<file path="src/sv/mfpr_pkg.sv">
package mfpr_pkg;

  // Operation codes
  localparam logic [1:0] OP_READ  = 2'd0;
  localparam logic [1:0] OP_WRITE = 2'd1;
  localparam logic [1:0] OP_EVENT = 2'd2;

  // Event numbers
  localparam logic [2:0] EV_TIMER_C = 3'd5;
  localparam logic [2:0] EV_GPIP    = 3'd6;

  // Register window
  localparam logic [31:0] MFP_BASE = 32'h00ff_fa00;
  localparam logic [31:0] MFP_LAST = 32'h0000_002f;

  // Register offsets
  localparam logic [5:0] OFF_GPIP     = 6'h01;
  localparam logic [5:0] OFF_EDGE     = 6'h03;
  localparam logic [5:0] OFF_DIR      = 6'h05;
  localparam logic [5:0] OFF_IEN_HI   = 6'h07;
  localparam logic [5:0] OFF_IEN_LO   = 6'h09;
  localparam logic [5:0] OFF_IPEND_HI = 6'h0b;
  localparam logic [5:0] OFF_IPEND_LO = 6'h0d;
  localparam logic [5:0] OFF_ISRV_HI  = 6'h0f;
  localparam logic [5:0] OFF_ISRV_LO  = 6'h11;
  localparam logic [5:0] OFF_IMSK_HI  = 6'h13;
  localparam logic [5:0] OFF_IMSK_LO  = 6'h15;
  localparam logic [5:0] OFF_VECTOR   = 6'h17;
  localparam logic [5:0] OFF_TACR     = 6'h19;
  localparam logic [5:0] OFF_TBCR     = 6'h1b;
  localparam logic [5:0] OFF_TCDCR    = 6'h1d;
  localparam logic [5:0] OFF_TADR     = 6'h1f;
  localparam logic [5:0] OFF_TBDR     = 6'h21;
  localparam logic [5:0] OFF_TCDR     = 6'h23;
  localparam logic [5:0] OFF_TDDR     = 6'h25;

  localparam logic [7:0] IPEND_HI_READ = 8'h20;
  localparam logic [7:0] VECTOR_AEOI   = 8'h48;
  localparam logic [7:0] VECTOR_BASE   = 8'h40;

  localparam int NUM_TIMERS = 4;
  localparam logic [1:0] TMR_A = 2'd0;
  localparam logic [1:0] TMR_B = 2'd1;
  localparam logic [1:0] TMR_C = 2'd2;
  localparam logic [1:0] TMR_D = 2'd3;

  typedef struct packed {
    logic [1:0]  op;
    logic [31:0] address;
    logic [7:0]  write_data;
    logic [2:0]  irq_number;
  } req_t;

  typedef struct packed {
    logic [7:0] read_data;
    logic       timer_irq;
    logic       gpip_irq;
  } rsp_t;

  typedef struct packed {
    logic       ctrl_we;
    logic       flag_clr;
    logic [3:0] mode;
    logic       data_we;
    logic [7:0] data;
    logic       read;
    logic       tick;
  } tmr_cmd_t;

  typedef struct packed {
    logic [3:0] mode;
    logic       flag;
    logic [7:0] count_rd;
    logic       fire;
  } tmr_stat_t;

endpackage

</file>
<file path="src/sv/mfpr_timer.sv">
module mfpr_timer (
  input  logic                clk,
  input  logic                rst,
  input  mfpr_pkg::tmr_cmd_t  cmd,
  output mfpr_pkg::tmr_stat_t stat
);
  import mfpr_pkg::*;

  logic [3:0] mode;
  logic       flag;
  logic [7:0] reload;
  logic [7:0] count;

  logic running;
  logic dec_rd;
  logic hold;

  // Running timers count down on a data read while above two
  assign running = (mode != 4'd0);
  assign dec_rd  = running && (count > 8'd2);
  // A tick at the reload value steps once before expiring
  assign hold    = (count == reload) && (count > 8'd1);

  assign stat.mode     = mode;
  assign stat.flag     = flag;
  assign stat.count_rd = dec_rd ? count - 8'd1 : count;
  assign stat.fire     = cmd.tick && running && !hold;

  // Update control, reload and count
  always_ff @(posedge clk) begin
    if (rst) begin
      mode   <= 4'd0;
      flag   <= 1'b0;
      reload <= 8'd0;
      count  <= 8'd0;
    end else begin
      if (cmd.ctrl_we) begin
        mode <= cmd.mode;
        if (cmd.flag_clr) begin
          flag <= 1'b0;
        end
      end
      if (cmd.data_we) begin
        reload <= cmd.data;
        if (!running) begin
          count <= cmd.data;
        end
      end
      if (cmd.read && dec_rd) begin
        count <= count - 8'd1;
      end
      if (cmd.tick && running) begin
        if (hold) begin
          count <= count - 8'd1;
        end else begin
          flag  <= 1'b1;
          count <= reload;
        end
      end
    end
  end

endmodule

</file>
<file path="src/sv/multifunction_peripheral_registers_top.sv">
// Byte register file of a simplified multifunction peripheral at 0xfffa00.
// Request channel (req_valid, req_stall, req): each word is a bus read, a
// bus write, or an interrupt event (event 5 ticks timer C, event 6 clears
// GPIP bit 4 and raises the GPIP interrupt).
// Response channel (rsp_valid, rsp_stall, rsp): one word per request, with
// the read byte and the two interrupt flags.
// Latency: the response is valid the cycle after the request is taken; the
// register state is updated at that same edge.
// Throughput: one request per cycle. The decode and update are a single
// combinational pass into the response register.
// While the response is held by rsp_stall, req_stall is raised; once the
// response is taken a new request is accepted in the same cycle.
// Reset clears the register file, timers and the response valid; the response word itself is not reset.
module multifunction_peripheral_registers_top (
  input  logic           clk,
  input  logic           rst,
  input  logic           req_valid,
  output logic           req_stall,
  input  mfpr_pkg::req_t req,
  output logic           rsp_valid,
  input  logic           rsp_stall,
  output mfpr_pkg::rsp_t rsp
);
  import mfpr_pkg::*;

  logic [7:0]  gpip_value, gpip_value_next;
  logic [7:0]  edge_select, edge_select_next;
  logic [7:0]  pin_direction, pin_direction_next;
  logic [15:0] int_enable, int_enable_next;
  logic [15:0] int_pending, int_pending_next;
  logic [15:0] int_in_service, int_in_service_next;
  logic [15:0] int_mask, int_mask_next;
  logic        auto_end_of_int, auto_end_of_int_next;

  tmr_cmd_t  tcmd [NUM_TIMERS];
  tmr_stat_t tstat [NUM_TIMERS];

  logic        accept;
  logic [31:0] off_full;
  logic [5:0]  off;
  logic        hit;
  logic        do_read;
  logic        do_write;
  logic        ev_tick;
  logic        ev_gpip;
  logic [7:0]  wd;
  rsp_t        rsp_next;

  assign req_stall = rsp_valid && rsp_stall;
  assign accept    = req_valid && !req_stall;

  // Decode the window offset
  assign off_full = req.address - MFP_BASE;
  assign hit      = (off_full <= MFP_LAST);
  assign off      = off_full[5:0];
  assign do_read  = accept && (req.op == OP_READ) && hit;
  assign do_write = accept && (req.op == OP_WRITE) && hit;
  assign ev_tick  = accept && (req.op == OP_EVENT) && (req.irq_number == EV_TIMER_C);
  assign ev_gpip  = accept && (req.op == OP_EVENT) && (req.irq_number == EV_GPIP);
  assign wd       = req.write_data;

  // Timer commands
  always_comb begin
    for (int i = 0; i < NUM_TIMERS; i++) begin
      tcmd[i] = '0;
      tcmd[i].data = wd;
    end
    if (do_write) begin
      unique case (off)
        OFF_TACR: begin
          tcmd[TMR_A].ctrl_we  = 1'b1;
          tcmd[TMR_A].mode     = wd[3:0];
          tcmd[TMR_A].flag_clr = wd[4];
        end
        OFF_TBCR: begin
          tcmd[TMR_B].ctrl_we  = 1'b1;
          tcmd[TMR_B].mode     = wd[3:0];
          tcmd[TMR_B].flag_clr = wd[4];
        end
        OFF_TCDCR: begin
          tcmd[TMR_C].ctrl_we = 1'b1;
          tcmd[TMR_C].mode    = wd[7:4];
          tcmd[TMR_D].ctrl_we = 1'b1;
          tcmd[TMR_D].mode    = wd[3:0];
        end
        OFF_TADR: tcmd[TMR_A].data_we = 1'b1;
        OFF_TBDR: tcmd[TMR_B].data_we = 1'b1;
        OFF_TCDR: tcmd[TMR_C].data_we = 1'b1;
        OFF_TDDR: tcmd[TMR_D].data_we = 1'b1;
        default: ;
      endcase
    end
    if (do_read) begin
      unique case (off)
        OFF_TADR: tcmd[TMR_A].read = 1'b1;
        OFF_TBDR: tcmd[TMR_B].read = 1'b1;
        OFF_TCDR: tcmd[TMR_C].read = 1'b1;
        OFF_TDDR: tcmd[TMR_D].read = 1'b1;
        default: ;
      endcase
    end
    tcmd[TMR_C].tick = ev_tick;
  end

  for (genvar g = 0; g < NUM_TIMERS; g++) begin : g_tmr
    mfpr_timer u_timer (
      .clk  (clk),
      .rst  (rst),
      .cmd  (tcmd[g]),
      .stat (tstat[g])
    );
  end

  // Register writes and GPIP event
  always_comb begin
    gpip_value_next      = gpip_value;
    edge_select_next     = edge_select;
    pin_direction_next   = pin_direction;
    int_enable_next      = int_enable;
    int_pending_next     = int_pending;
    int_in_service_next  = int_in_service;
    int_mask_next        = int_mask;
    auto_end_of_int_next = auto_end_of_int;
    if (do_write) begin
      unique case (off)
        OFF_GPIP:     gpip_value_next = wd;
        OFF_EDGE:     edge_select_next = wd;
        OFF_DIR:      pin_direction_next = wd;
        OFF_IEN_HI:   int_enable_next[15:8] = wd;
        OFF_IEN_LO:   int_enable_next[7:0] = wd;
        OFF_IPEND_HI: int_pending_next[15:8] = wd;
        OFF_IPEND_LO: int_pending_next[7:0] = wd;
        OFF_ISRV_HI:  int_in_service_next[15:8] = wd;
        OFF_ISRV_LO:  int_in_service_next[7:0] = int_in_service[7:0] & wd;
        OFF_IMSK_HI:  int_mask_next[15:8] = wd;
        OFF_IMSK_LO:  int_mask_next[7:0] = wd;
        OFF_VECTOR:   auto_end_of_int_next = wd[3];
        default: ;
      endcase
    end
    if (ev_gpip) begin
      gpip_value_next[4] = 1'b0;
    end
  end

  // Read mux and interrupt flags
  always_comb begin
    rsp_next = '0;
    if (do_read) begin
      unique case (off)
        OFF_GPIP:     rsp_next.read_data = gpip_value & 8'hdf;
        OFF_EDGE:     rsp_next.read_data = edge_select;
        OFF_DIR:      rsp_next.read_data = pin_direction;
        OFF_IEN_HI:   rsp_next.read_data = int_enable[15:8];
        OFF_IEN_LO:   rsp_next.read_data = int_enable[7:0];
        OFF_IPEND_HI: rsp_next.read_data = IPEND_HI_READ;
        OFF_IPEND_LO: rsp_next.read_data = int_pending[7:0];
        OFF_ISRV_HI:  rsp_next.read_data = int_in_service[15:8];
        OFF_ISRV_LO:  rsp_next.read_data = int_in_service[7:0];
        OFF_IMSK_HI:  rsp_next.read_data = int_mask[15:8];
        OFF_IMSK_LO:  rsp_next.read_data = int_mask[7:0];
        OFF_VECTOR:   rsp_next.read_data = auto_end_of_int ? VECTOR_AEOI : VECTOR_BASE;
        OFF_TACR:     rsp_next.read_data = {2'b00, tstat[TMR_A].flag, 1'b0, tstat[TMR_A].mode};
        OFF_TBCR:     rsp_next.read_data = {2'b00, tstat[TMR_B].flag, 1'b0, tstat[TMR_B].mode};
        OFF_TCDCR:    rsp_next.read_data = {tstat[TMR_C].mode, 4'h0}
                                         | {2'b00, tstat[TMR_D].flag, 1'b0, tstat[TMR_D].mode};
        OFF_TADR:     rsp_next.read_data = tstat[TMR_A].count_rd;
        OFF_TBDR:     rsp_next.read_data = tstat[TMR_B].count_rd;
        OFF_TCDR:     rsp_next.read_data = tstat[TMR_C].count_rd;
        OFF_TDDR:     rsp_next.read_data = tstat[TMR_D].count_rd;
        default:      rsp_next.read_data = 8'h00;
      endcase
    end
    rsp_next.timer_irq = tstat[TMR_C].fire;
    rsp_next.gpip_irq  = ev_gpip;
  end

  // Hold register state
  always_ff @(posedge clk) begin
    if (rst) begin
      gpip_value      <= 8'd0;
      edge_select     <= 8'd0;
      pin_direction   <= 8'd0;
      int_enable      <= 16'd0;
      int_pending     <= 16'd0;
      int_in_service  <= 16'd0;
      int_mask        <= 16'd0;
      auto_end_of_int <= 1'b0;
    end else begin
      gpip_value      <= gpip_value_next;
      edge_select     <= edge_select_next;
      pin_direction   <= pin_direction_next;
      int_enable      <= int_enable_next;
      int_pending     <= int_pending_next;
      int_in_service  <= int_in_service_next;
      int_mask        <= int_mask_next;
      auto_end_of_int <= auto_end_of_int_next;
    end
  end

  // Load the response word; drop valid once taken
  always_ff @(posedge clk) begin
    if (rst) begin
      rsp_valid <= 1'b0;
    end else if (accept) begin
      rsp_valid <= 1'b1;
    end else if (!rsp_stall) begin
      rsp_valid <= 1'b0;
    end
  end

  always_ff @(posedge clk) begin
    if (accept) begin
      rsp <= rsp_next;
    end
  end

endmodule
</file>
<file path="config.mk">
export PLATFORM = sky130hd
export DESIGN_NAME = multifunction_peripheral_registers_top
export DESIGN_NICKNAME = d
export VERILOG_FILES = /design/src/sv/mfpr_pkg.sv /design/src/sv/mfpr_timer.sv /design/src/sv/multifunction_peripheral_registers_top.sv
export SDC_FILE = /design/constraint.sdc
export NUM_CORES = 1
export LEC_CHECK = 0
export ABC_AREA = 1
export BUFFER_PORTS_ARGS = -buffer_cell sky130_fd_sc_hd__buf_2
export CAP_MARGIN = 15
export CORE_ASPECT_RATIO = 1.5
export CORE_MARGIN = 2
export CORE_UTILIZATION = 55
export CTS_CLUSTER_DIAMETER = 50
export DETAILED_ROUTE_END_ITERATION = 8
export PLACE_DENSITY = 0.76
export SLEW_MARGIN = 20
export SYNTH_ARGS = -nofsm -noshare
export SYNTH_HDL_FRONTEND = slang
export SYNTH_SLANG_ARGS = --single-unit
</file>
<file path="constraint.sdc">
create_clock -name clk -period 7.64 [get_ports clk]
set_clock_uncertainty 0.15 [all_clocks]
set_input_delay 1.528 -clock clk [delete_from_list [all_inputs] [get_ports clk]]
set_output_delay 1.528 -clock clk [all_outputs]
set_load 0.02 [all_outputs]
</file>
# ---- Word-level counts from Yosys, hierarchy flattened
# Cells that the tools add are included.
dict set report word_totals {
  reg_bits 148
  in_bits 49
  output_inout_bits 12
  elab_cells 154
}
dict set report classes {
  addsub 5
  magnitude_cmp 6
  n_eq_ne 29
  mux 40
  n_bitwise 2
  n_reduce_logical 47
}
# operator count
set op_table {}
lappend op_table {{8-bit one-hot mux with 19 select lines} 1}
lappend op_table {{8-bit two-way mux} 18}
lappend op_table {{6-bit by 5-bit == test with 1-bit output, second input constant} 8}
lappend op_table {{8-bit by 2-bit > comparator with 1-bit output, second input constant} 4}
lappend op_table {{32-bit by 6-bit less-or-equal comparator with 1-bit output, second input constant} 1}
lappend op_table {{32-bit by 24-bit subtractor with 32-bit output, second input constant} 1}
lappend op_table {{8-bit by 1-bit subtractor with 8-bit output, second input constant} 4}
lappend op_table {{2-bit AND reduction} 15}
lappend op_table {{6-bit by 4-bit == test with 1-bit output, second input constant} 4}
lappend op_table {{1-bit logical AND} 20}
lappend op_table {{6-bit == test, second input constant} 3}
lappend op_table {{4-bit nonzero test} 4}
lappend op_table {{7-bit two-way mux} 2}
lappend op_table {{6-bit by 3-bit == test with 1-bit output, second input constant} 2}
lappend op_table {{1-bit two-way mux} 12}
lappend op_table {{4-bit two-way mux} 3}
lappend op_table {{6-bit two-way mux} 2}
lappend op_table {{5-bit two-way mux} 2}
lappend op_table {{8-bit AND} 1}
lappend op_table {{8-bit == test} 1}
lappend op_table {{8-bit by 1-bit > comparator with 1-bit output, second input constant} 1}
lappend op_table {{8-bit by 4-bit bitwise OR with 8-bit output} 1}
lappend op_table {{3-bit == test, second input constant} 2}
lappend op_table {{6-bit by 1-bit == test with 1-bit output, second input constant} 1}
lappend op_table {{other kinds (11)} 16}

# ---- Logic depth before layout (Yosys ltp)
# Gate-level depths: netlist of the first run.
dict set report logic_depth {
  depth_word 9
  mapped_depth 20
}

# ---- By module
# From an unflattened synthesis of the first run, not the netlist that was laid out.
dict set report hier_totals {
  cells_unflattened 2071
  area_unflattened_um2 12699.7
}
# mod n_inst cells_per_inst area_each_um2 seq_area_each_um2
set modules_own_cells {}
lappend modules_own_cells {multifunction_peripheral_registers_top 1 989 6198.4 1921.8}
lappend modules_own_cells {{mfpr_timer at g_tmr[0].u_timer ...} 3 268 1624.1 420.4}
lappend modules_own_cells {{mfpr_timer at g_tmr[2].u_timer} 1 278 1629.1 420.4}

# ---- Worst setup path before layout of the first run
# OpenSTA, ideal clock, no wires.
dict set report synth_timing {
  path_type {input-to-reg}
  from {input port rsp_stall}
  to {register g_tmr[2].u_timer.count[4]}
  setup_ps 111
  t_arrival_ps 3872
  required_ps 7379
  path_slack_ps 3506
  cell_stages 12
  cell_sequence {nand2_1 inv_1 nor2_1 inv_1 nor3_1 nand4_2 nor2_1 nor2_2 nand2_1 nand2_1 nor2_1 nor2_1}
}
dict set report synth_between {
  elab_chain_len 9
  elab_cells_between_ends 18
}
# item line
set synth_lines {}
lappend synth_lines {{start: declaration} multifunction_peripheral_registers_top.sv:21} ;# input logic rsp_stall,
lappend synth_lines {{1-bit logical AND (*)} multifunction_peripheral_registers_top.sv:49} ;# assign req_stall = rsp_valid && rsp_stall;
lappend synth_lines {{net req_stall} multifunction_peripheral_registers_top.sv:18} ;# output logic req_stall,
lappend synth_lines {{1-bit zero test (*)} multifunction_peripheral_registers_top.sv:50} ;# assign accept = req_valid && !req_stall;
lappend synth_lines {{1-bit logical AND (*)} multifunction_peripheral_registers_top.sv:50}
lappend synth_lines {{net accept} multifunction_peripheral_registers_top.sv:38} ;# logic accept;
lappend synth_lines {{1-bit logical AND (2 in a row)} multifunction_peripheral_registers_top.sv:56} ;# assign do_read = accept && (req.op == OP_READ) && hit;
lappend synth_lines {{1-bit two-way mux} multifunction_peripheral_registers_top.sv:93} ;# if (do_read) begin
lappend synth_lines {{1-bit logical AND} mfpr_timer.sv:49} ;# if (cmd.read && dec_rd) begin
lappend synth_lines {{3-bit != test (no line), or another cell as far along} n/a}
lappend synth_lines {{2-bit AND reduction (no line) / 8-bit two-way mux (equally long branches)} n/a}
lappend synth_lines {{end signal: assignment} mfpr_timer.sv:50} ;# count <= count - 8'd1;
lappend synth_lines {{end signal: assignment} mfpr_timer.sv:54} ;# count <= count - 8'd1;
lappend synth_lines {{end signal: assignment} mfpr_timer.sv:57} ;# count <= reload;
lappend synth_lines {{end: declaration} mfpr_timer.sv:12} ;# logic [7:0] count;
# The timed path passes the listed nets; every way through them passes the cells marked *.
# A chain may end at the register's enable or synchronous reset.

# ---- Worst setup path in the final report of the first run
dict set report layout_timing {
  from {input port req[20] in the netlist's numbering}
  to {register g_tmr[2].u_timer.count[6]}
}
dict set report layout_between {
  elab_chain_len 7
  elab_cells_between_ends 12
}
# item line
set layout_lines {}
lappend layout_lines {{start: declaration} multifunction_peripheral_registers_top.sv:19} ;# input mfpr_pkg::req_t req,
lappend layout_lines {{32-bit by 24-bit subtractor with 32-bit output (*)} multifunction_peripheral_registers_top.sv:53} ;# assign off_full = req.address - MFP_BASE;
lappend layout_lines {{32-bit by 6-bit less-or-equal comparator with 1-bit output (*)} multifunction_peripheral_registers_top.sv:54} ;# assign hit = (off_full <= MFP_LAST);
lappend layout_lines {{1-bit logical AND} multifunction_peripheral_registers_top.sv:56}
lappend layout_lines {{1-bit two-way mux} multifunction_peripheral_registers_top.sv:93}
lappend layout_lines {{1-bit logical AND} mfpr_timer.sv:49}
lappend layout_lines {{3-bit != test (no line), or another cell as far along} n/a}
lappend layout_lines {{2-bit AND reduction (no line) / 8-bit two-way mux (equally long branches)} n/a}
# Mark *: on every way between the ends. The rest lies on a longest branch, timed or not.

==> impl_metrics.tcl, run 1 <==
set metrics [dict create \
    timing.reg2reg.setup_slack_ps 4160 \
    worst_slew_pin_slew_ps 919.6 \
    area_enclosed_by_the_die_boundary_um2 17240 \
    rsz0062_at_grt "false" \
    comb_power_share 0.061 \
    clockBufferDepth 2 \
    grt_antenna_before_repair 0 \
    ys_seq_elements 147 \
    setup-tns-final_ps 0 \
    final_nets 1381 \
    drt-vias-per-instance 5.904 \
    p_per_area_nw_per_um2 175.2 \
    via_count 9092 \
    period_needed_ps 4243 \
    drtPass1Iterations 5 \
    tritoncts "yes" \
    clock.fmax_ghz 0.2357 \
    setup.worst_path.start_class "primary input" \
    r2r-start "g_tmr[2].u_timer.count[0]$_SDFFE_PP0P_" \
    place.detailed.instances 1509 \
    swShare 0.2442 \
    setup.worst_path.start "req[20]" \
    avgRoutedWirePerCell_um 17.33 \
    end_kind "register" \
    final_cell_area_um2 9832 \
    pwr-share-clk 0.487 \
    leakage_nw 4.241 \
    grt_pass1_wl_um 41750 \
    clock_buffer_count_from_cts 17 \
    hold_class "register to register" \
    clk_pin_slew_ps 60 \
    port-buffer-count 60 \
    post-cts-setup-buffers 0 \
    layout_cells_sized_above_1 0.1117 \
    dpl.hpwl_um 19520 \
    syn-num-nets 1343 \
    area_growth_pct 10.47 \
    vdd.ir_drop.worst_mv 0.1258 \
    dpl_cell_area_um2 9249 \
    post_layout_nonfiller_instances 1540 \
    finalHoldViolCount 0 \
    worst-endpoint-required_ps 7810 \
    row_count 57 \
    syn_area_per_cell_um2 6.931 \
    multiInputGateArea_um2 5094 \
    synth.yosys.seq_area_share 0.3419 \
    die_h_um 159.8 \
    mappedNetlistArea_um2 8900 \
    synthCells 1284 \
    cp.arrival_ps 4410 \
    reg2reg_depth 12 \
    top_level_ports 61 \
    remaining_design_rule_violation_count 0 \
    maximum_number_of_pins_on_one_net_before_global_route_repair 70 \
    worst-path-max-fanout 9 \
    switchingPower_mw 0.4206 \
    async_reset_ff_frac 0 \
    grt_pass1_vias 8381 \
    critPathKind "primary input to register" \
    ff_latch_area_um2 3043 \
    gp_congestion 0.9572 \
    yosysUniqueCellTypes 53 \
    post_cts.resized_instances 0 \
    ys_top_cells_by_area "sky130_fd_sc_hd__dfxtp_1 31%, sky130_fd_sc_hd__nor2_1 10%, sky130_fd_sc_hd__nand2_1 10%, sky130_fd_sc_hd__a211oi_1 7.6%, sky130_fd_sc_hd__nand3_1 5.8%" \
    critical_path.reg2reg.endpoint "g_tmr[2].u_timer.count[6]$_SDFFE_PP0P_" \
    worst_skew_pair.late_latency_ps 430 \
    cts-htree-levels 4 \
    grt_util_all_layers 0.3099 \
    internal_power_component_mw 1.302 \
    cts_hold_buf 0 \
    number_of_failing_setup_endpoints_in_the_final_timing_report 0 \
    fp.coreArea_um2 16050 \
    nFillCells 1541 \
    seqPwrFrac 0.452 \
    ant_nets 0 \
    initial_utilization 0.5546 \
    wirelength_um 26690 \
    cts.sinks 147 \
    drt-initial-drc-count 797 \
    final.hold.worst_slack_ps 299.8 \
    synth_edf_count 10 \
    slew_limit_fails 0 \
    worst_slew_margin_rel 0.3822 \
    synth.largest_area_cell "sky130_fd_sc_hd__dfxtp_1" \
    run_status "finished clean" \
    power_mw 1.722 \
    post-synth-top-area-fraction 0.3082 \
    cap_viol_max_count 0 \
    final_min_period_over_clock_period 0.5554 \
    antenna_cells_inserted 0 \
    overflow 0 \
    clockRootBuffer "sky130_fd_sc_hd__clkbuf_16" \
    synth_warn 0 \
    ys_dominant_reg_cell "sky130_fd_sc_hd__dfxtp_1" \
    chipWidth_um 107.9 \
    timing.critical_path.to "g_tmr[2].u_timer.count[6]$_SDFFE_PP0P_" \
]
-- logic make-up (layout without fill, tap and decap cells) --
family	after synthesis	in the layout	synth area share
simple gates	686	686	0.3473
compound gates	226	226	0.1815
buf+inv	185	235	0.08576
flops	147	147	0.3419
xor+xnor	30	30	0.02952
fa+ha+maj	10	10	0.01406
-- final cells by class --
| cell class | instances | area share |
|---|---|---|
| Timing Repair Buffer | 63 | 0.03309 |
| Clock inverter | 11 | 0.01285 |
| Sequential cell | 147 | 0.3095 |
| Multi-Input combinational cell | 952 | 0.5181 |
| Inverter | 141 | 0.05383 |
| Tap cell | 206 | 0.02622 |
| Clock buffer | 20 | 0.04645 |
-- layout by cell type (no fill, tap or decap), types with 5 or more instances in the layout --
cell	synthesis	routed
sky130_fd_sc_hd__nor2_1	244	244
sky130_fd_sc_hd__nand2_1	239	239
sky130_fd_sc_hd__inv_1	137	137
sky130_fd_sc_hd__dfxtp_1	137	137
sky130_fd_sc_hd__nand3_1	104	104
sky130_fd_sc_hd__a211oi_1	90	90
sky130_fd_sc_hd__buf_2	10	59
sky130_fd_sc_hd__o21ai_0	41	41
sky130_fd_sc_hd__nand4_1	27	27
sky130_fd_sc_hd__a21oi_1	26	26
sky130_fd_sc_hd__nor3_1	23	23
sky130_fd_sc_hd__xor2_1	22	22
sky130_fd_sc_hd__clkbuf_16	0	17
sky130_fd_sc_hd__nor2_4	13	13
sky130_fd_sc_hd__a211oi_2	13	13
sky130_fd_sc_hd__or2_2	10	10
sky130_fd_sc_hd__ha_1	10	10
sky130_fd_sc_hd__edfxtp_1	10	10
sky130_fd_sc_hd__o211ai_1	9	9
sky130_fd_sc_hd__xnor2_1	8	8
sky130_fd_sc_hd__a22oi_1	8	8
sky130_fd_sc_hd__a31oi_1	7	7
sky130_fd_sc_hd__nor2_8	6	6
sky130_fd_sc_hd__a221oi_1	5	5
-- routing by layer --
| layer | track usage | routed length (µm) | vias up |
|---|---|---|---|
| li1 | - | - | 4431 |
| met3 | 0.05918 | 1922 | 118 |
| met5 | 0 | 0 | - |
| met4 | 0.1964 | 1578 | 0 |
| met2 | 0.5223 | 13000 | 433 |
| met1 | 0.3535 | 10190 | 4110 |
-- cell usage after synthesis (5+ instances only) --
cell type and n:
sky130_fd_sc_hd__dfxtp_1 137, sky130_fd_sc_hd__nor2_4 13, sky130_fd_sc_hd__a21oi_1 26, sky130_fd_sc_hd__a31oi_1 7, sky130_fd_sc_hd__buf_2 10, sky130_fd_sc_hd__a211oi_1 90, sky130_fd_sc_hd__nor3_1 23, sky130_fd_sc_hd__or2_2 10
sky130_fd_sc_hd__clkbuf_1 26, sky130_fd_sc_hd__inv_1 137, sky130_fd_sc_hd__nor2_8 6, sky130_fd_sc_hd__buf_6 6, sky130_fd_sc_hd__a211oi_2 13, sky130_fd_sc_hd__o21ai_0 41, sky130_fd_sc_hd__ha_1 10, sky130_fd_sc_hd__xnor2_1 8
sky130_fd_sc_hd__a22oi_1 8, sky130_fd_sc_hd__edfxtp_1 10, sky130_fd_sc_hd__xor2_1 22, sky130_fd_sc_hd__a221oi_1 5, sky130_fd_sc_hd__nor2_1 244, sky130_fd_sc_hd__nand3_1 104, sky130_fd_sc_hd__nand2_1 239, sky130_fd_sc_hd__nand4_1 27
sky130_fd_sc_hd__o211ai_1 9
-- flip-flops by register name, summed over array words and instances (netlist names) --
name and count:
rsp 10, auto_end_of_int 1, int_in_service 16, int_enable 16
int_pending 8, g_tmr.u_timer.count 32, int_mask 16, edge_select 8
rsp_valid 1, g_tmr.u_timer.reload 8, pin_direction 8, g_tmr.u_timer.mode 16
gpip_value 7
-- metrics by stage --
step                      setup WS (ps)    util
after global routing               3062  0.6127
after CTS                          3479  0.6127
final                              3397  0.6127
after detailed placement           3029  0.5764
after global placement             3042  0.5764
after floorplan                    3506       -
-- worst max-delay path: stages --
cell,delay (ps)
sky130_fd_sc_hd__buf_2,90
sky130_fd_sc_hd__inv_1,50
sky130_fd_sc_hd__ha_1,270
sky130_fd_sc_hd__nor2_4,220
sky130_fd_sc_hd__nand2_2,100
sky130_fd_sc_hd__nor2_2,100
sky130_fd_sc_hd__nand2_2,100
sky130_fd_sc_hd__nand2_2,80
sky130_fd_sc_hd__nand2_1,40
sky130_fd_sc_hd__nand2_1,60
sky130_fd_sc_hd__nand2_1,60
sky130_fd_sc_hd__nor2_2,140
sky130_fd_sc_hd__nand3_2,130
sky130_fd_sc_hd__nor2_2,380
sky130_fd_sc_hd__nand3_1,390
sky130_fd_sc_hd__nand2_1,420
sky130_fd_sc_hd__nand2_1,90
sky130_fd_sc_hd__nor2_1,110
sky130_fd_sc_hd__nor2_1,50
-- how the worst min path moves through the flow --
stage	start	end	slack, ps	cells after the start
after global placement	int_in_service[0]$_SDFFE_PP0P_	int_in_service[0]$_SDFFE_PP0P_	280	2
final	int_in_service[4]$_SDFFE_PP0P_	int_in_service[4]$_SDFFE_PP0P_	300	2
after detailed placement	int_in_service[4]$_SDFFE_PP0P_	int_in_service[4]$_SDFFE_PP0P_	290	2
after CTS	int_in_service[4]$_SDFFE_PP0P_	int_in_service[4]$_SDFFE_PP0P_	300	2
after floorplan	int_in_service[1]$_SDFFE_PP0P_	int_in_service[1]$_SDFFE_PP0P_	270	2
after global routing	int_in_service[0]$_SDFFE_PP0P_	int_in_service[0]$_SDFFE_PP0P_	320	2
-- power groups by stage --
stage / combinational (mW) / sequential (mW) / clock (mW)
after global placement: 0.103 / 0.795 / 0
after detailed placement: 0.104 / 0.795 / 0
final: 0.106 / 0.778 / 0.838
after CTS: 0.104 / 0.778 / 0.842
after floorplan: 0.0571 / 0.799 / 0
after global routing: 0.115 / 0.778 / 0.875
No activity file was read; power rests on OpenSTA's default activity.
==> run 2: changes to the inputs <==
PLACE_DENSITY = 0.78   (was 0.76)
clock period = 3.6 ns   (was 7.64 ns; I/O delays follow)
==> impl_metrics.tcl, run 2 (synthesis gave the netlist of run 1 again) <==
set metrics [dict create \
    final_cell_area_um2 10010 \
    ant_nets 0 \
    largest_reg_flops 32 \
    switchingPower_mw 0.9239 \
    tritoncts "yes" \
    post-cts-setup-buffers 0 \
    hold_class "register to register" \
    ff_latch_area_um2 3043 \
    top_level_ports 61 \
    vdd.ir_drop.worst_mv 0.2523 \
    nFillCells 1518 \
    grt_pass1_vias 8584 \
    drt-initial-drc-count 1072 \
    area_enclosed_by_the_die_boundary_um2 17240 \
    pwr-share-clk 0.486 \
    run_status "finished clean" \
    cts.sinks 147 \
    worst-path-max-fanout 16 \
    row_count 57 \
    top_register_by_number_of_flip_flops "g_tmr.u_timer.count" \
    via_count 9164 \
    critPathKind "primary input to register" \
    critical-path-slowest-cell "sky130_fd_sc_hd__nor2_4" \
    remaining_design_rule_violation_count 0 \
    post_cts.resized_instances 0 \
    cts-htree-levels 4 \
    avgRoutedWirePerCell_um 17.05 \
    end_kind "register" \
    clock.fmax_ghz 0.3321 \
    layout_cells_sized_above_1 0.1261 \
    dpl.hpwl_um 19440 \
    worst_slew_pin_slew_ps 892.2 \
    area_growth_pct 12.48 \
    cts_hold_buf 0 \
    setup.worst_path.start_class "primary input" \
    grt_util_all_layers 0.3116 \
    cap_viol_max_count 0 \
    drtPass1Iterations 6 \
    clock_buffer_count_from_cts 17 \
    chipWidth_um 107.9 \
    clockRootBuffer "sky130_fd_sc_hd__clkbuf_16" \
    overflow 0 \
    grt_pass1_wl_um 42460 \
    multiInputGateArea_um2 5094 \
    clockBufferDepth 2 \
    period_needed_ps 3012 \
    internal_power_component_mw 2.738 \
    port-buffer-count 60 \
    final_min_period_over_clock_period 0.8365 \
    wirelength_um 26640 \
    gp_congestion 0.9813 \
    maximum_number_of_pins_on_one_net_before_global_route_repair 58 \
    drt-vias-per-instance 5.867 \
    slew_limit_fails 0 \
    rsz0062_at_grt "false" \
    final.hold.worst_slack_ps 295.3 \
    final_nets 1402 \
    dpl_cell_area_um2 9432 \
    finalHoldViolCount 0 \
    layout.cells.most_common "sky130_fd_sc_hd__nor2_1" \
    critPathMostFrequentCell "sky130_fd_sc_hd__nand2_1" \
    swShare 0.2523 \
    seqPwrFrac 0.451 \
    initial_utilization 0.5546 \
    worst-endpoint-required_ps 3780 \
    worst_skew_pair.late_latency_ps 430 \
    worst_slew_margin_rel 0.4046 \
    number_of_failing_setup_endpoints_in_the_final_timing_report 0 \
    setup-tns-final_ps 0 \
    cp.arrival_ps 3190 \
    fp.coreArea_um2 16050 \
    p_per_area_nw_per_um2 365.8 \
    layout.cells.most_common_list "244 x sky130_fd_sc_hd__nor2_1, 239 x sky130_fd_sc_hd__nand2_1, 137 x sky130_fd_sc_hd__inv_1, 137 x sky130_fd_sc_hd__dfxtp_1, 104 x sky130_fd_sc_hd__nand3_1" \
    die_h_um 159.8 \
    leakage_nw 4.358 \
    antenna_cells_inserted 0 \
    cell_by_cell_listing_of_the_critical_path "buf_2 -> inv_1 -> ha_1 -> inv_1 -> nor2_1 -> nand3_1 -> nand2_1 -> nand2_1 -> nor3_1 -> nand2_1 -> nor2_1 -> nand2_1 -> nor2_4 -> nand2_4 -> buf_12 -> nor2_4 -> nor2_1 -> a211oi_1" \
    grt_antenna_before_repair 0 \
    comb_power_share 0.063 \
    worst_path_largest_cell_delay_ps 310 \
    clk_pin_slew_ps 60 \
]
run 2: cell types whose count changed in the layout (fill, tap and decap cells not counted):
cell	delta
sky130_fd_sc_hd__clkbuf_8	-2
sky130_fd_sc_hd__clkinvlp_4	-1
sky130_fd_sc_hd__inv_6	+2
sky130_fd_sc_hd__buf_4	+19
sky130_fd_sc_hd__clkinv_4	+1
sky130_fd_sc_hd__clkinv_2	+1
sky130_fd_sc_hd__buf_12	+2
run 2: power groups by stage:
stage / registers (mW) / logic (mW) / clock network [mW]
after floorplan: 1.70 / 0.121 / 0
after global placement: 1.69 / 0.225 / 0
after detailed placement: 1.69 / 0.227 / 0
after CTS: 1.65 / 0.228 / 1.78
after global routing: 1.65 / 0.251 / 1.84
final: 1.65 / 0.232 / 1.78
run 2: layout make-up:
type	instances	share of cell area
inverter	141	0.05287
clock inverter	14	0.01500
timing repair buffer	84	0.05074
multi-input combinational	952	0.5088
tap	206	0.02575
clock buffer	18	0.04287
sequential	147	0.3040
run 2: final timing paths:
check	startpoint	endpoint	slack [ps]	cells after the start
setup / recovery	req[20]	g_tmr[2].u_timer.reload[5]$_SDFFE_PP0P_	590	18
hold / removal	int_in_service[0]$_SDFFE_PP0P_	int_in_service[0]$_SDFFE_PP0P_	300	2
setup reg to reg	g_tmr[2].u_timer.mode[0]$_SDFFE_PP0P_	g_tmr[2].u_timer.count[4]$_SDFFE_PP0P_	610	11
hold reg to reg	int_in_service[0]$_SDFFE_PP0P_	int_in_service[0]$_SDFFE_PP0P_	300	2
run 2: layer usage:
layer  GRT usage  vias to the layer above  wire, µm
met5           0                        -         0
li1            -                     4460         -
met2      0.5354                      465     12880
met3     0.04449                      111      1899
met4      0.1871                        0      1710
met1      0.3604                     4128     10150
run 2: critical path, delay by kind of cell:
kind / cells / cell delay (ps)
buf+inv: 4 / 430
compound gates: 1 / 210
fa+ha+maj: 1 / 280
simple gates: 12 / 1530
run 2: through the flow:
step                cells  utilization  setup WS [ps]  power, mW
floorplan            1284            -          274.1      1.816
global placement     1530       0.5878          248.0      1.912
detailed placement   1530       0.5878          216.2      1.914
CTS                  1562       0.6239          600.7      3.654
global route         1562       0.6239          306.0      3.745
finish               1562       0.6239          588.5      3.662
==> run 3: changes to the inputs <==
PLACE_DENSITY = 0.76   (was 0.78)
clock period = 2.8 ns   (was 3.6 ns; I/O delays follow)
==> impl_metrics.tcl, run 3 (synthesis gave the netlist of run 1 again) <==
set metrics [dict create \
    run_status "finished clean" \
    grt_antenna_before_repair 0 \
    layout_cells_sized_above_1 0.2218 \
    antenna_cells_inserted 0 \
    dpl_cell_area_um2 10320 \
    worst-endpoint-required_ps 2810 \
    busiest_layer_in_global_routing "met2" \
    drt-vias-per-instance 5.816 \
    top_register_by_number_of_flip_flops "g_tmr.u_timer.count" \
    grtUsageMet3 0.05673 \
    ant_nets 0 \
    grt_util_all_layers 0.3348 \
    area_enclosed_by_the_die_boundary_um2 17240 \
    layout.cells.most_common "sky130_fd_sc_hd__nor2_1" \
    layout.cells.most_common_list "239 x sky130_fd_sc_hd__nor2_1, 232 x sky130_fd_sc_hd__nand2_1, 145 x sky130_fd_sc_hd__buf_4" \
    grt_pass1_wl_um 45380 \
    post_layout_nonfiller_instances 1698 \
    largest_reg_flops 32 \
    area_growth_pct 26.30 \
    via_count 9876 \
    worstPathBufferInverterCount 3 \
    worst_slew_pin_slew_ps 792.7 \
    clock.fmax_ghz 0.3744 \
    port-buffer-count 60 \
    cell_by_cell_listing_of_the_critical_path "clkinv_1 -> ha_1 -> o2111ai_1 -> nand2_1 -> buf_4 -> o21ai_0 -> buf_4 -> nand3_1 -> nor4_1 -> nor2_1" \
    vdd.ir_drop.worst_mv 0.4630 \
    worst_path_largest_cell_delay_ps 450 \
    critPathKind "register to register" \
    avgRoutedWirePerCell_um 17.50 \
    p_per_area_nw_per_um2 429.1 \
    top_level_ports 61 \
    worst_slew_margin_rel 0.4715 \
    row_count 57 \
    critical-path-slowest-cell "sky130_fd_sc_hd__dfxtp_1" \
    grt.met2_usage 0.5698 \
    worst_skew_pair.late_latency_ps 430 \
    finalHoldViolCount 0 \
    place.detailed.instances 1643 \
    final_min_period_over_clock_period 0.9539 \
    drtPass1Iterations 6 \
    initial_utilization 0.5546 \
    drt-initial-drc-count 764 \
    dpl.hpwl_um 21380 \
    wirelength_um 29710 \
    overflow 0 \
    slew_limit_fails 0 \
    die_h_um 159.8 \
    setup.worst_path.start_class "register" \
    maximum_number_of_pins_on_one_net_before_global_route_repair 67 \
    clockRootBuffer "sky130_fd_sc_hd__clkbuf_16" \
    gp_congestion 0.9898 \
    final_cell_area_um2 11240 \
    final_standard_cell_utilization_of_the_core 0.7005 \
    cp.arrival_ps 2680 \
    clock_buffer_count_from_cts 17 \
    worst-path-max-fanout 10 \
    critPathMostFrequentCell "sky130_fd_sc_hd__buf_4" \
    cts-htree-levels 4 \
    cap_viol_max_count 0 \
    final_nets 1538 \
    critical-path-top-delay-family "simple AND/OR/NAND/NOR gates" \
    cts_hold_buf 0 \
    cts.sinks 147 \
    remaining_design_rule_violation_count 0 \
    period_needed_ps 2671 \
    hold_class "primary input to register" \
    chipWidth_um 107.9 \
    leakage_nw 5.051 \
    groute.layer.met1.usage 0.3787 \
    tritoncts "yes" \
    end_kind "register" \
    number_of_failing_setup_endpoints_in_the_final_timing_report 0 \
    setup-tns-final_ps 0 \
    clk_pin_slew_ps 70 \
    rsz0062_at_grt "true" \
    fp.coreArea_um2 16050 \
    clockBufferDepth 2 \
    grt_pass1_vias 9094 \
]
[run 3: cell types whose count changed in the layout (fill, tap and decap cells not counted), sizes merged, moves of 2 or more]
cell | previous run | this run
nor2 | 267 | 269
inv | 144 | 146
clkinv | 8 | 5
buf | 84 | 218
[run 3: power breakdown]
part	total [mW]	internal, mW	switching [mW]
Combinational	0.372	0.126	0.246
Clock	2.33	1.31	1.02
Sequential	2.12	2.12	0.00188
Total	4.82	3.56	1.27
[run 3: stage by stage]
step | power, mW | setup slack [ps] | hold WS, ps
2_1_floorplan | 2.336 | 22.60 | 267.4
3_3_place_gp | 2.520 | -283.3 | 280.8
3_5_place_dp | 2.525 | -367.7 | 282.3
4_1_cts | 4.812 | 66.99 | 263.6
5_1_grt | 4.934 | -38.25 | 296.3
6_report | 4.823 | 129.0 | 270.0
[run 3: timing repair]
| action | CTS | global route |
|---|---|---|
| setup endpoints to repair | 0 | 119 |
| resized for setup | 0 | 35 |
| setup buffers | 0 | 21 |
[run 3: area by class of cell]
class / count / area [µm²]
repair buffers: 218 / 1612
inverters: 141 / 529.3
multi-input cells: 954 / 5207
clock inverters: 13 / 137.6
clock buffers: 19 / 454.2
well taps: 206 / 257.7
flip-flops and latches: 147 / 3043
fillers: 1354 / 4806
[run 3: final timing paths]
check / start / slack, ps / endpoint / cells after the start
max: g_tmr[2].u_timer.count[0]$_SDFFE_PP0P_ / 130 / rsp[4]$_SDFFCE_PN0P_ / 10
min: rst / 270 / g_tmr[1].u_timer.count[3]$_SDFFE_PP0P_ / 4
max reg2reg: g_tmr[2].u_timer.count[0]$_SDFFE_PP0P_ / 130 / rsp[4]$_SDFFCE_PN0P_ / 10
min reg2reg: int_in_service[1]$_SDFFE_PP0P_ / 290 / int_in_service[1]$_SDFFE_PP0P_ / 2
[run 3: worst register-to-register path, cell delays in order, from the launching register on]
cell                        delay (ps)
sky130_fd_sc_hd__dfxtp_1           450
sky130_fd_sc_hd__clkinv_1          140
sky130_fd_sc_hd__ha_1              240
sky130_fd_sc_hd__o2111ai_1         250
sky130_fd_sc_hd__nand2_1           110
sky130_fd_sc_hd__buf_4             190
sky130_fd_sc_hd__o21ai_0           190
sky130_fd_sc_hd__buf_4             150
sky130_fd_sc_hd__nand3_1           110
sky130_fd_sc_hd__nor4_1            320
sky130_fd_sc_hd__nor2_1            120
[run 3: metal layers]
layer	share of wire	vias up
li1	-	4744
met1	0.37	4477
met2	0.49	498
met3	0.071	157
met4	0.075	0
met5	0	-
